==> src/rtl/core/csc_pkg.sv <==
package csc_pkg;

	localparam int MUL_A_W   = 32;
	localparam int MUL_B_W   = 28;
	localparam int PROD_W    = MUL_A_W + MUL_B_W;
	localparam int DEN_W     = 23;
	localparam int QUO_W     = 16;
	localparam int MUL_STEPS = MUL_A_W;
	localparam int DIV_STEPS = PROD_W;
	localparam int MUL_CNT_W = $clog2(MUL_STEPS);
	localparam int DIV_CNT_W = $clog2(DIV_STEPS);

	localparam logic [4:0]  MIN_LEN    = 5'd11;
	localparam int          FLAG_WHEEL = 0;
	localparam int          FLAG_CRANK = 1;
	localparam logic [11:0] CIRC_RESET = 12'd2100;
	localparam logic [15:0] SPD_NUM    = 16'd36864;
	localparam logic [6:0]  SPD_DEN    = 7'd100;
	localparam logic [22:0] CAD_NUM    = 23'd6144000;
	localparam logic [15:0] CAD_LIMIT  = 16'd25500;
	localparam logic [15:0] SPEED_MAX  = 16'hFFFF;

	typedef struct packed {
		logic [4:0]  packet_length;
		logic [7:0]  flags;
		logic [31:0] wheel_revs;
		logic [15:0] wheel_time;
		logic [15:0] crank_revs;
		logic [15:0] crank_time;
	} csc_in_t;

	typedef struct packed {
		logic        speed_updated;
		logic [15:0] speed_kmh_x100;
		logic        cadence_updated;
		logic [14:0] cadence_rpm_x100;
		logic [15:0] crank_revs_seen;
	} csc_out_t;

	typedef struct packed {
		logic             done;
		logic             ovf;
		logic [QUO_W-1:0] quo;
	} csc_div_res_t;

endpackage

==> src/rtl/core/csc_mul.sv <==
module csc_mul (
	input  logic                         clk,
	input  logic                         arst_n,
	input  logic                         start,
	input  logic [csc_pkg::MUL_A_W-1:0]  a,
	input  logic [csc_pkg::MUL_B_W-1:0]  b,
	output logic                         done,
	output logic [csc_pkg::PROD_W-1:0]   prod
);
	import csc_pkg::*;

	logic                 busy_q;
	logic                 done_q;
	logic [MUL_CNT_W-1:0] cnt_q;
	logic [MUL_B_W-1:0]   hi_q;
	logic [MUL_A_W-1:0]   lo_q;
	logic [MUL_B_W-1:0]   b_q;
	logic [MUL_B_W:0]     sum;

	// One bit of the multiplier per cycle, least significant first.
	assign sum = lo_q[0] ? ({1'b0, hi_q} + {1'b0, b_q}) : {1'b0, hi_q};

	always_ff @(posedge clk or negedge arst_n) begin
		if (!arst_n) begin
			busy_q <= 1'b0;
			done_q <= 1'b0;
			cnt_q  <= '0;
		end else begin
			done_q <= 1'b0;
			if (start) begin
				busy_q <= 1'b1;
				cnt_q  <= '0;
			end else if (busy_q) begin
				if (cnt_q == MUL_CNT_W'(MUL_STEPS - 1)) begin
					busy_q <= 1'b0;
					done_q <= 1'b1;
				end
				cnt_q <= cnt_q + 1'b1;
			end
		end
	end

	always_ff @(posedge clk) begin
		if (start) begin
			hi_q <= '0;
			lo_q <= a;
			b_q  <= b;
		end else if (busy_q) begin
			hi_q <= sum[MUL_B_W:1];
			lo_q <= {sum[0], lo_q[MUL_A_W-1:1]};
		end
	end

	assign done = done_q;
	assign prod = {hi_q, lo_q};

endmodule

==> src/rtl/core/csc_div.sv <==
module csc_div (
	input  logic                        clk,
	input  logic                        arst_n,
	input  logic                        start,
	input  logic [csc_pkg::PROD_W-1:0]  dividend,
	input  logic [csc_pkg::DEN_W-1:0]   divisor,
	output csc_pkg::csc_div_res_t       res
);
	import csc_pkg::*;

	logic                 busy_q;
	logic                 done_q;
	logic [DIV_CNT_W-1:0] cnt_q;
	logic [DEN_W-1:0]     rem_q;
	logic [DEN_W-1:0]     den_q;
	logic [PROD_W-1:0]    dvd_q;
	logic [QUO_W-1:0]     quo_q;
	logic                 ovf_q;
	logic [DEN_W:0]       trial;
	logic [DEN_W:0]       diff;
	logic                 ge;

	// Restoring division, one quotient bit per cycle. Quotient bits that
	// fall off the top of the kept field mark an overflow.
	assign trial = {rem_q, dvd_q[PROD_W-1]};
	assign ge    = trial >= {1'b0, den_q};
	assign diff  = trial - {1'b0, den_q};

	always_ff @(posedge clk or negedge arst_n) begin
		if (!arst_n) begin
			busy_q <= 1'b0;
			done_q <= 1'b0;
			cnt_q  <= '0;
		end else begin
			done_q <= 1'b0;
			if (start) begin
				busy_q <= 1'b1;
				cnt_q  <= '0;
			end else if (busy_q) begin
				if (cnt_q == DIV_CNT_W'(DIV_STEPS - 1)) begin
					busy_q <= 1'b0;
					done_q <= 1'b1;
				end
				cnt_q <= cnt_q + 1'b1;
			end
		end
	end

	always_ff @(posedge clk) begin
		if (start) begin
			rem_q <= '0;
			den_q <= divisor;
			dvd_q <= dividend;
			quo_q <= '0;
			ovf_q <= 1'b0;
		end else if (busy_q) begin
			rem_q <= ge ? diff[DEN_W-1:0] : trial[DEN_W-1:0];
			dvd_q <= {dvd_q[PROD_W-2:0], 1'b0};
			quo_q <= {quo_q[QUO_W-2:0], ge};
			ovf_q <= ovf_q | quo_q[QUO_W-1];
		end
	end

	assign res.done = done_q;
	assign res.ovf  = ovf_q;
	assign res.quo  = quo_q;

endmodule

==> src/rtl/core/cycling_speed_cadence_computer_unit.sv <==
// Cycling speed and cadence computer.
// The meas channel (meas_valid, meas_stall, meas) takes one decoded
// measurement per item. The res channel (res_valid, res_stall, res) returns
// exactly one result item for each measurement, in order. The cfg channel
// (cfg_valid, cfg_ready, cfg_data) writes the wheel circumference and is
// always ready; the user must write it only while no item is in flight,
// and the block itself does not enforce this. An item that computes
// nothing goes from S_IDLE straight to S_FIN. A speed or a cadence each
// adds a pass through its start, multiply and divide states. Each one
// runs a 32-step bit-serial multiplier and then a 60-step bit-serial
// divider, both shared between speed and cadence.
// A new item is accepted in the cycle after the previous result is loaded
// into the output register; no new item is accepted while one is in flight.
// When the receiver stalls, the result stays in the output register and the
// block finishes the next item, then waits for the output register to free.
// Reset clears all held values and sets the circumference to 2100 mm.
module cycling_speed_cadence_computer_unit (
	input  logic              clk,
	input  logic              arst_n,
	input  logic              meas_valid,
	output logic              meas_stall,
	input  csc_pkg::csc_in_t  meas,
	output logic              res_valid,
	input  logic              res_stall,
	output csc_pkg::csc_out_t res,
	input  logic              cfg_valid,
	output logic              cfg_ready,
	input  logic [11:0]       cfg_data
);
	import csc_pkg::*;

	typedef enum logic [7:0] {
		S_IDLE = 8'b0000_0001,
		S_SPD  = 8'b0000_0010,
		S_SMUL = 8'b0000_0100,
		S_SDIV = 8'b0000_1000,
		S_CAD  = 8'b0001_0000,
		S_CMUL = 8'b0010_0000,
		S_CDIV = 8'b0100_0000,
		S_FIN  = 8'b1000_0000
	} state_t;

	state_t       state_q;
	logic [11:0]  circ_q;
	logic [31:0]  prev_wrev_q;
	logic [15:0]  prev_wtime_q;
	logic [15:0]  prev_crev_q;
	logic [15:0]  prev_ctime_q;
	logic [15:0]  held_speed_q;
	logic [14:0]  held_cad_q;
	logic [15:0]  held_crank_q;
	logic         spd_upd_q;
	logic         cad_upd_q;
	logic         cad_go_q;
	logic         res_valid_q;
	csc_out_t     res_q;
	logic [31:0]  wdrev_q;
	logic [15:0]  cdrev_q;
	logic [DEN_W-1:0] sden_q;
	logic [15:0]  cden_q;

	logic         meas_acc;
	logic         meas_ok;
	logic         has_wheel;
	logic         has_crank;
	logic [31:0]  wdrev;
	logic [15:0]  wdt;
	logic [15:0]  cdrev;
	logic [15:0]  cdt;
	logic         spd_go;
	logic         cad_go;
	logic         load;
	logic         cad_ok;

	logic                 mul_start;
	logic [MUL_A_W-1:0]   mul_a;
	logic [MUL_B_W-1:0]   mul_b;
	logic                 mul_done;
	logic [PROD_W-1:0]    mul_prod;
	logic                 div_start;
	logic [DEN_W-1:0]     div_den;
	csc_div_res_t         div_res;

	assign meas_stall = (state_q != S_IDLE);
	assign meas_acc   = meas_valid && !meas_stall;
	assign cfg_ready  = 1'b1;

	assign meas_ok   = meas.packet_length >= MIN_LEN;
	assign has_wheel = meas_ok && meas.flags[FLAG_WHEEL];
	assign has_crank = meas_ok && meas.flags[FLAG_CRANK];
	assign wdrev     = meas.wheel_revs - prev_wrev_q;
	assign wdt       = meas.wheel_time - prev_wtime_q;
	assign cdrev     = meas.crank_revs - prev_crev_q;
	assign cdt       = meas.crank_time - prev_ctime_q;
	assign spd_go    = has_wheel && (prev_wrev_q != '0) && (wdt != '0);
	assign cad_go    = has_crank && (prev_crev_q != '0) && (cdt != '0) && (cdrev != '0);

	assign mul_start = (state_q == S_SPD) || (state_q == S_CAD);
	assign mul_a     = (state_q == S_SPD) ? wdrev_q : MUL_A_W'(cdrev_q);
	assign mul_b     = (state_q == S_SPD) ? (MUL_B_W'(circ_q) * MUL_B_W'(SPD_NUM))
	                                      : MUL_B_W'(CAD_NUM);
	assign div_start = ((state_q == S_SMUL) || (state_q == S_CMUL)) && mul_done;
	assign div_den   = (state_q == S_SMUL) ? sden_q : DEN_W'(cden_q);

	assign cad_ok = !div_res.ovf && (div_res.quo != '0) && (div_res.quo < CAD_LIMIT);
	assign load   = (state_q == S_FIN) && (!res_valid_q || !res_stall);

	csc_mul u_mul (
		.clk    (clk),
		.arst_n (arst_n),
		.start  (mul_start),
		.a      (mul_a),
		.b      (mul_b),
		.done   (mul_done),
		.prod   (mul_prod)
	);

	csc_div u_div (
		.clk      (clk),
		.arst_n   (arst_n),
		.start    (div_start),
		.dividend (mul_prod),
		.divisor  (div_den),
		.res      (div_res)
	);

	always_ff @(posedge clk or negedge arst_n) begin
		if (!arst_n) begin
			state_q      <= S_IDLE;
			circ_q       <= CIRC_RESET;
			prev_wrev_q  <= '0;
			prev_wtime_q <= '0;
			prev_crev_q  <= '0;
			prev_ctime_q <= '0;
			held_speed_q <= '0;
			held_cad_q   <= '0;
			held_crank_q <= '0;
			spd_upd_q    <= 1'b0;
			cad_upd_q    <= 1'b0;
			cad_go_q     <= 1'b0;
			res_valid_q  <= 1'b0;
		end else begin
			if (cfg_valid && cfg_ready) begin
				circ_q <= cfg_data;
			end
			if (load) begin
				res_valid_q <= 1'b1;
			end else if (res_valid_q && !res_stall) begin
				res_valid_q <= 1'b0;
			end
			unique case (state_q)
				S_IDLE: begin
					if (meas_acc) begin
						spd_upd_q <= 1'b0;
						cad_upd_q <= 1'b0;
						cad_go_q  <= cad_go;
						if (has_wheel) begin
							prev_wrev_q  <= meas.wheel_revs;
							prev_wtime_q <= meas.wheel_time;
						end
						if (has_crank) begin
							prev_crev_q  <= meas.crank_revs;
							prev_ctime_q <= meas.crank_time;
							held_crank_q <= meas.crank_revs;
						end
						if (spd_go) begin
							state_q <= S_SPD;
						end else if (cad_go) begin
							state_q <= S_CAD;
						end else begin
							state_q <= S_FIN;
						end
					end
				end
				S_SPD: begin
					state_q <= S_SMUL;
				end
				S_SMUL: begin
					if (mul_done) begin
						state_q <= S_SDIV;
					end
				end
				S_SDIV: begin
					if (div_res.done) begin
						held_speed_q <= div_res.ovf ? SPEED_MAX : div_res.quo;
						spd_upd_q    <= 1'b1;
						state_q      <= cad_go_q ? S_CAD : S_FIN;
					end
				end
				S_CAD: begin
					state_q <= S_CMUL;
				end
				S_CMUL: begin
					if (mul_done) begin
						state_q <= S_CDIV;
					end
				end
				S_CDIV: begin
					if (div_res.done) begin
						if (cad_ok) begin
							held_cad_q <= div_res.quo[14:0];
							cad_upd_q  <= 1'b1;
						end
						state_q <= S_FIN;
					end
				end
				S_FIN: begin
					if (load) begin
						state_q <= S_IDLE;
					end
				end
				default: begin
					state_q <= S_IDLE;
				end
			endcase
		end
	end

	always_ff @(posedge clk) begin
		if (meas_acc) begin
			wdrev_q <= wdrev;
			cdrev_q <= cdrev;
			sden_q  <= DEN_W'(wdt) * DEN_W'(SPD_DEN);
			cden_q  <= cdt;
		end
		if (load) begin
			res_q.speed_updated    <= spd_upd_q;
			res_q.speed_kmh_x100   <= held_speed_q;
			res_q.cadence_updated  <= cad_upd_q;
			res_q.cadence_rpm_x100 <= held_cad_q;
			res_q.crank_revs_seen  <= held_crank_q;
		end
	end

	assign res_valid = res_valid_q;
	assign res       = res_q;

endmodule

==> config.mk <==
export PLATFORM = sky130hd
export DESIGN_NAME = cycling_speed_cadence_computer_unit
export DESIGN_NICKNAME = d
export VERILOG_FILES = /design/src/rtl/core/csc_pkg.sv /design/src/rtl/core/csc_mul.sv /design/src/rtl/core/csc_div.sv /design/src/rtl/core/cycling_speed_cadence_computer_unit.sv
export SDC_FILE = /design/constraint.sdc
export NUM_CORES = 1
export LEC_CHECK = 0
export ABC_CLOCK_PERIOD_IN_PS = 14000
export BUFFER_PORTS_ARGS = -buffer_cell sky130_fd_sc_hd__buf_2
export CAP_MARGIN = 10
export CELL_PAD_IN_SITES_DETAIL_PLACEMENT = 1
export CELL_PAD_IN_SITES_GLOBAL_PLACEMENT = 1
export CORE_AREA = 2 2 202 253
export DETAILED_ROUTE_END_ITERATION = 8
export DIE_AREA = 0 0 204 255
export GPL_ROUTABILITY_DRIVEN = 1
export PLACE_DENSITY = 0.89
export SETUP_SLACK_MARGIN = 0.02
export SLEW_MARGIN = 20
export SYNTH_ARGS = -nofsm -noshare
export SYNTH_HDL_FRONTEND = slang
export SYNTH_SLANG_ARGS = --single-unit
==> constraint.sdc <==
create_clock -name clk -period 14 [get_ports clk]
set_clock_uncertainty 0.15 [all_clocks]
set_input_delay 2.8 -clock clk [delete_from_list [all_inputs] [get_ports clk]]
set_output_delay 2.8 -clock clk [all_outputs]
set_load 0.02 [all_outputs]
==> Word level (Yosys, flattened, before mapping) <==
Index checks and enable logic that the tools add are counted.
{ "totals": {"ff_bits": 495, "input_bits": 110, "out_inout_bits": 52, "wordCells": 152} }
{ "op_classes": {"add_sub_neg": 8, "mul": 2, "n_lt_le_gt_ge": 3, "n_eq_ne": 18, "mux": 43, "bitwise_logic": 1, "reduce_logical": 39} }
{ "op_table": {"columns": ["cell", "n"], "rows": [
  ["60-bit 2-to-1 mux", 2],
  ["32-bit 2-to-1 mux", 3],
  ["16-bit nonzero test", 5],
  ["8-bit 2-to-1 mux", 9],
  ["8-bit case mux with 8 select lines", 1],
  ["16-bit subtractor", 3],
  ["16-bit 2-to-1 mux", 2],
  ["32-bit nonzero test", 1],
  ["32-bit subtractor", 1],
  ["28-bit by 28-bit adder with 29-bit output", 1],
  ["29-bit 2-to-1 mux", 1],
  ["24-bit by 23-bit greater-or-equal comparator with 1-bit output", 1],
  ["23-bit 2-to-1 mux", 1],
  ["23-bit subtractor", 1],
  ["16-bit by 5-bit multiplier with 21-bit output (second input constant)", 1],
  ["1-bit 2-to-1 mux", 18],
  ["16-bit by 15-bit less-than comparator with 1-bit output (second input constant)", 1],
  ["12-bit by 4-bit multiplier with 16-bit output (second input constant)", 1],
  ["1-bit logical AND", 13],
  ["6-bit 2-to-1 mux", 2],
  ["3-bit AND reduction", 4],
  ["5-bit 2-to-1 mux", 2],
  ["2-bit nonzero test", 5],
  ["8-bit by 1-bit == test with 1-bit output (second input constant)", 1],
  ["22 further kinds", 34]
]} }

==> Depth between registers and ports, before layout <==
{ "depth": {"depth_word": 9, "depth_mapped": 24, "depth_no_buf": 24} }

==> Cells and area by module <==
From an unflattened synthesis, not the netlist that was laid out.
{ "hier_totals": {"hier_cells": 2517, "area_unflattened_um2": 27625.2} }
{ "modules_own_cells": {"columns": ["mod", "instances", "cells_each", "area_per_inst_um2", "seq_area_each_um2"], "rows": [
  ["cycling_speed_cadence_computer_unit", 1, 1482, 15861.5, 7408.4],
  ["csc_div", 1, 534, 6373.6, 3493.4],
  ["csc_mul", 1, 501, 5390.2, 2537.4]
]} }

==> Least setup slack after synthesis <==
No wires, ideal clock.
{ "synth_timing": {"kind": "input port to flip-flop", "start": "input port meas[32] (netlist name)", "end": "register sden_q[22], data pin", "setup_time_ns": 0.258, "t_arrival_ns": 7.267, "required_ns": 13.592, "path_slack_ns": 6.325, "path_stages": 24, "n_path_buf": 0, "cell_sequence": "inv_1 ha_1 fa_1 nor2b_1 o21ai_0 a21boi_0 o21ai_0 a21oi_1 mux2i_1 nor2_1 inv_1 ha_1 ha_1 inv_1 fa_1 inv_1 ha_1 and2_1 a22o_1 a311oi_1 nor3_1 a211o_1 a21oi_1 xnor2_1"} }
{ "synth_between": {"elab_chain_len": 2} }
{ "synth_rtl": {"columns": ["element", "line_no", "text"], "rows": [
  ["start, declared", "cycling_speed_cadence_computer_unit.sv:22", "input csc_pkg::csc_in_t meas,"],
  ["16-bit subtractor", "cycling_speed_cadence_computer_unit.sv:92", "assign wdt = meas.wheel_time - prev_wtime_q;"],
  ["16-bit by 5-bit multiplier with 21-bit output", "cycling_speed_cadence_computer_unit.sv:223", "sden_q <= DEN_W'(wdt) * DEN_W'(SPD_DEN);"],
  ["end signal, assigned", "cycling_speed_cadence_computer_unit.sv:223", null],
  ["end, declared", "cycling_speed_cadence_computer_unit.sv:59", "logic [DEN_W-1:0] sden_q;"]
]} }
Every way passes these cells.
A chain may end at the register's enable or synchronous reset.

==> Final worst setup path <==
Ends and elaborated chain as after synthesis.

==> flow_metrics.env <==
export IMPL_r2r_start="prev_wtime_q[0]"
export IMPL_critPathCaptureType="flop"
export IMPL_fillers=5446
export IMPL_dr_pass1_iters=5
export IMPL_fin_setup_tns_ns=0
export IMPL_rr_worst_depth=23
export IMPL_vias=19131
export IMPL_routedWlPerCell_microns=20.8
export IMPL_synth_edf_count=265
export IMPL_synth_distinct_cells=81
export IMPL_clkTransAtPathRegs_ns=0.07
export IMPL_via_per_inst=5.78
export IMPL_hold_end="res[43]"
export IMPL_worstReg2RegEnd="sden_q[22]"
export IMPL_start_kind="primary input"
export IMPL_final_common_cell="nand2_1"
export IMPL_ys_seq_area_share_pct=50.3
export IMPL_synth_adder_area_share_pct=10.7
export IMPL_dieHeight_microns=255
export IMPL_wl_microns=68900
export IMPL_final_layout_size_suffix_gt1_share_pct=14.3
export IMPL_cts_resized=0
export IMPL_drtIter0Drc=1011
export IMPL_layout_min_cycle_time_ns=7.92
export IMPL_dp_hpwl_microns=48600
export IMPL_ant_nets=0
export IMPL_grt_remaining_overflow=0
export IMPL_fin_area_sq_um=29000
export IMPL_clock_root_buffer="clkbuf_16"
export IMPL_ios=162
export IMPL_multi_input_area_sq_um=11900
export IMPL_grt_util_met3_pct=3.74
export IMPL_grt_pass1_wl_microns=111000
export IMPL_cts_buffers=49
export IMPL_post_cts_setup_buffer_count=0
export IMPL_slew_headroom_pct=32.3
export IMPL_synth_async_reset_ratio_pct=31.1
export IMPL_syn_to_final_growth_pct=11.7
export IMPL_grt_max_degree=102
export IMPL_drc_errors=0
export IMPL_met2_usage_pct=49.6
export IMPL_fmax_mhz=126
export IMPL_worst_setup_path_type="primary input to flop"
export IMPL_io_buffers=154
export IMPL_netlist_top_cell_by_area="edfxtp_1"
export IMPL_synth_flop_cell="edfxtp_1"
export IMPL_cts_htree_levels=2
export IMPL_synth_top_area_share_pct=30.6
export IMPL_cp_max_fo=5
export IMPL_ys_ff_latch=483
export IMPL_max_cap_violations=0
export IMPL_slew_violations=0
export IMPL_grt_usage_pct=26.6
export IMPL_busiest_layer="met2"
export IMPL_yosysWarnings=0
export IMPL_antenna_found_initial=9
export IMPL_whs_path_depth=0
export IMPL_synth_area_sq_um=26000
export IMPL_syn_mean_instance_area_sq_um=10.5
export IMPL_synthesis_instances=2464
export IMPL_min_from="held_speed_q[11]"
export IMPL_initial_core_util_pct=52.0
export IMPL_cts_tree="done"
export IMPL_nets=2931
export IMPL_worstSkewPairLatency_ns=0.60
export IMPL_cts_hold_repair_buffers=0
export IMPL_area_sequential_sq_um=13100
export IMPL_synthMuxAreaShare_pct=6.26
export IMPL_final_hold_viol_count=0
export IMPL_syn_nets=2786
export IMPL_setup_violations=0
export IMPL_grt_pass1_vias=20978
export IMPL_rsz0062_at_grt="false"
export IMPL_cts_max_path_buffers=3
export IMPL_outcome="completed"
export IMPL_rrSetupSlack_ns=8.04
export IMPL_core_area_sq_um=50000
export IMPL_yosys_area_share_simple_pct=13.3
export IMPL_placed_cells=3216
export IMPL_stdcell_count=3310
export IMPL_final_util_pct=58.1
export IMPL_row_count=92
export IMPL_die_w_microns=204
export IMPL_synthTopCellsByArea="edfxtp_1 31%, dfrtp_1 14%, ha_1 9.3%, dfxtp_1 5.2%, nand2_1 4.9%"
export IMPL_required_ns=14.21
export IMPL_synth_compound_area_share_pct=11.2
export IMPL_hp_class="flop to flop"
export IMPL_arrival_ns=8.13
export IMPL_cts_num_sinks=483
export IMPL_placed_area_sq_um=27500
export IMPL_synth_xor_area_share_pct=4.11
export IMPL_synth_top_family_by_area="simple AND/OR/NAND/NOR gates"
export IMPL_layout_common_cells="337 x nand2_1, 265 x edfxtp_1, 204 x inv_1"
export IMPL_tightest_slew_ns=1.01
export IMPL_gp_congestion=0.908
export IMPL_die_area_sq_um=52000
export IMPL_min_period_over_period_pct=56.6
export IMPL_grtUsageMet1_pct=30.4
==> Yosys cell counts (32+ instances only) <==
library cell and n:
inv_1 207, o21ai_0 91, a211oi_1 32, dfxtp_1 68
nor3_1 38, edfxtp_1 265, mux2i_1 50, nor2_1 185
dfrtp_1 145, nand2_1 340, xor2_1 44, ha_1 194
clkbuf_1 61, xnor2_1 78, mux2_2 100, a21oi_1 140
==> kinds of logic (layout without fill, tap and decap cells) <==
kind of cell / count (synthesis) / count (layout)
adder cells (fa/ha/maj): 212 / 212
flip-flops: 483 / 483
other: 1 / 6
multiplexers: 150 / 150
AO/OA/AOI/OAI: 451 / 451
XOR/XNOR: 122 / 122
AND/OR/NAND/NOR: 762 / 762
buffers and inverters: 283 / 466
==> critical path: stages <==
cell and delay (ns):
buf_2 0.07, inv_1 0.04, ha_1 0.22, fa_1 0.41, nor2b_1 0.12, o21ai_0 0.10
a21boi_0 0.24, o21ai_0 0.20, a211oi_1 0.33, o21ai_0 0.12, a21oi_1 0.23, xnor2_1 0.29
inv_1 0.16, xnor2_1 0.17, ha_1 0.31, inv_1 0.05, fa_1 0.52, inv_1 0.04
ha_1 0.26, or3_1 0.42, a311oi_1 0.28, nor3_1 0.18, a211o_1 0.29, a21oi_1 0.18
xnor2_1 0.08
==> area by class of cell <==
type,instances,share of cell area (%)
sequential,483,45.1
multi-input combinational,1698,40.9
clock buffer,68,4.64
tap,658,2.84
antenna,5,0.0431
inverter,207,2.68
timing repair buffer,170,3.10
clock inverter,21,0.702
==> routing by layer <==
layer,vias to the layer above,part of all wire [%]
met5,-,0.036
li1,8973,-
met2,456,53
met1,9525,39
met4,4,4.2
met3,173,4.4
==> how the worst max path moves through the flow <==
stage	start	end	slack, ns	cells past startpoint
3_3_place_gp	meas[32]	sden_q[22]	5.71	25
6_report	meas[32]	sden_q[22]	6.08	25
3_5_place_dp	meas[32]	sden_q[22]	5.47	25
5_1_grt	meas[32]	sden_q[22]	5.57	25
2_1_floorplan	meas[32]	sden_q[22]	6.33	24
4_1_cts	meas[32]	sden_q[22]	6.09	25
==> metrics by stage <==
step / worst slack, ns / hold WS [ns]
finish: 6.08 / 0.298
global route: 5.57 / 0.303
CTS: 6.09 / 0.300
detailed placement: 5.47 / 0.285
global placement: 5.71 / 0.280
floorplan: 6.33 / 0.271
==> registers in the layout, indices dropped and copies added (netlist names), 21 cells and up <==
| name | flops |
|---|---|
| sden_q | 21 |
| u_mul.lo_q | 32 |
| res | 49 |
| u_mul.hi_q | 28 |
| u_div.rem_q | 23 |
| u_div.dvd_q | 60 |
| wdrev_q | 32 |
| u_div.den_q | 23 |
| prev_wrev_q | 32 |
Power is not shown: default switching activity piles up to over one toggle a cycle in this logic, so the estimate is an artifact.
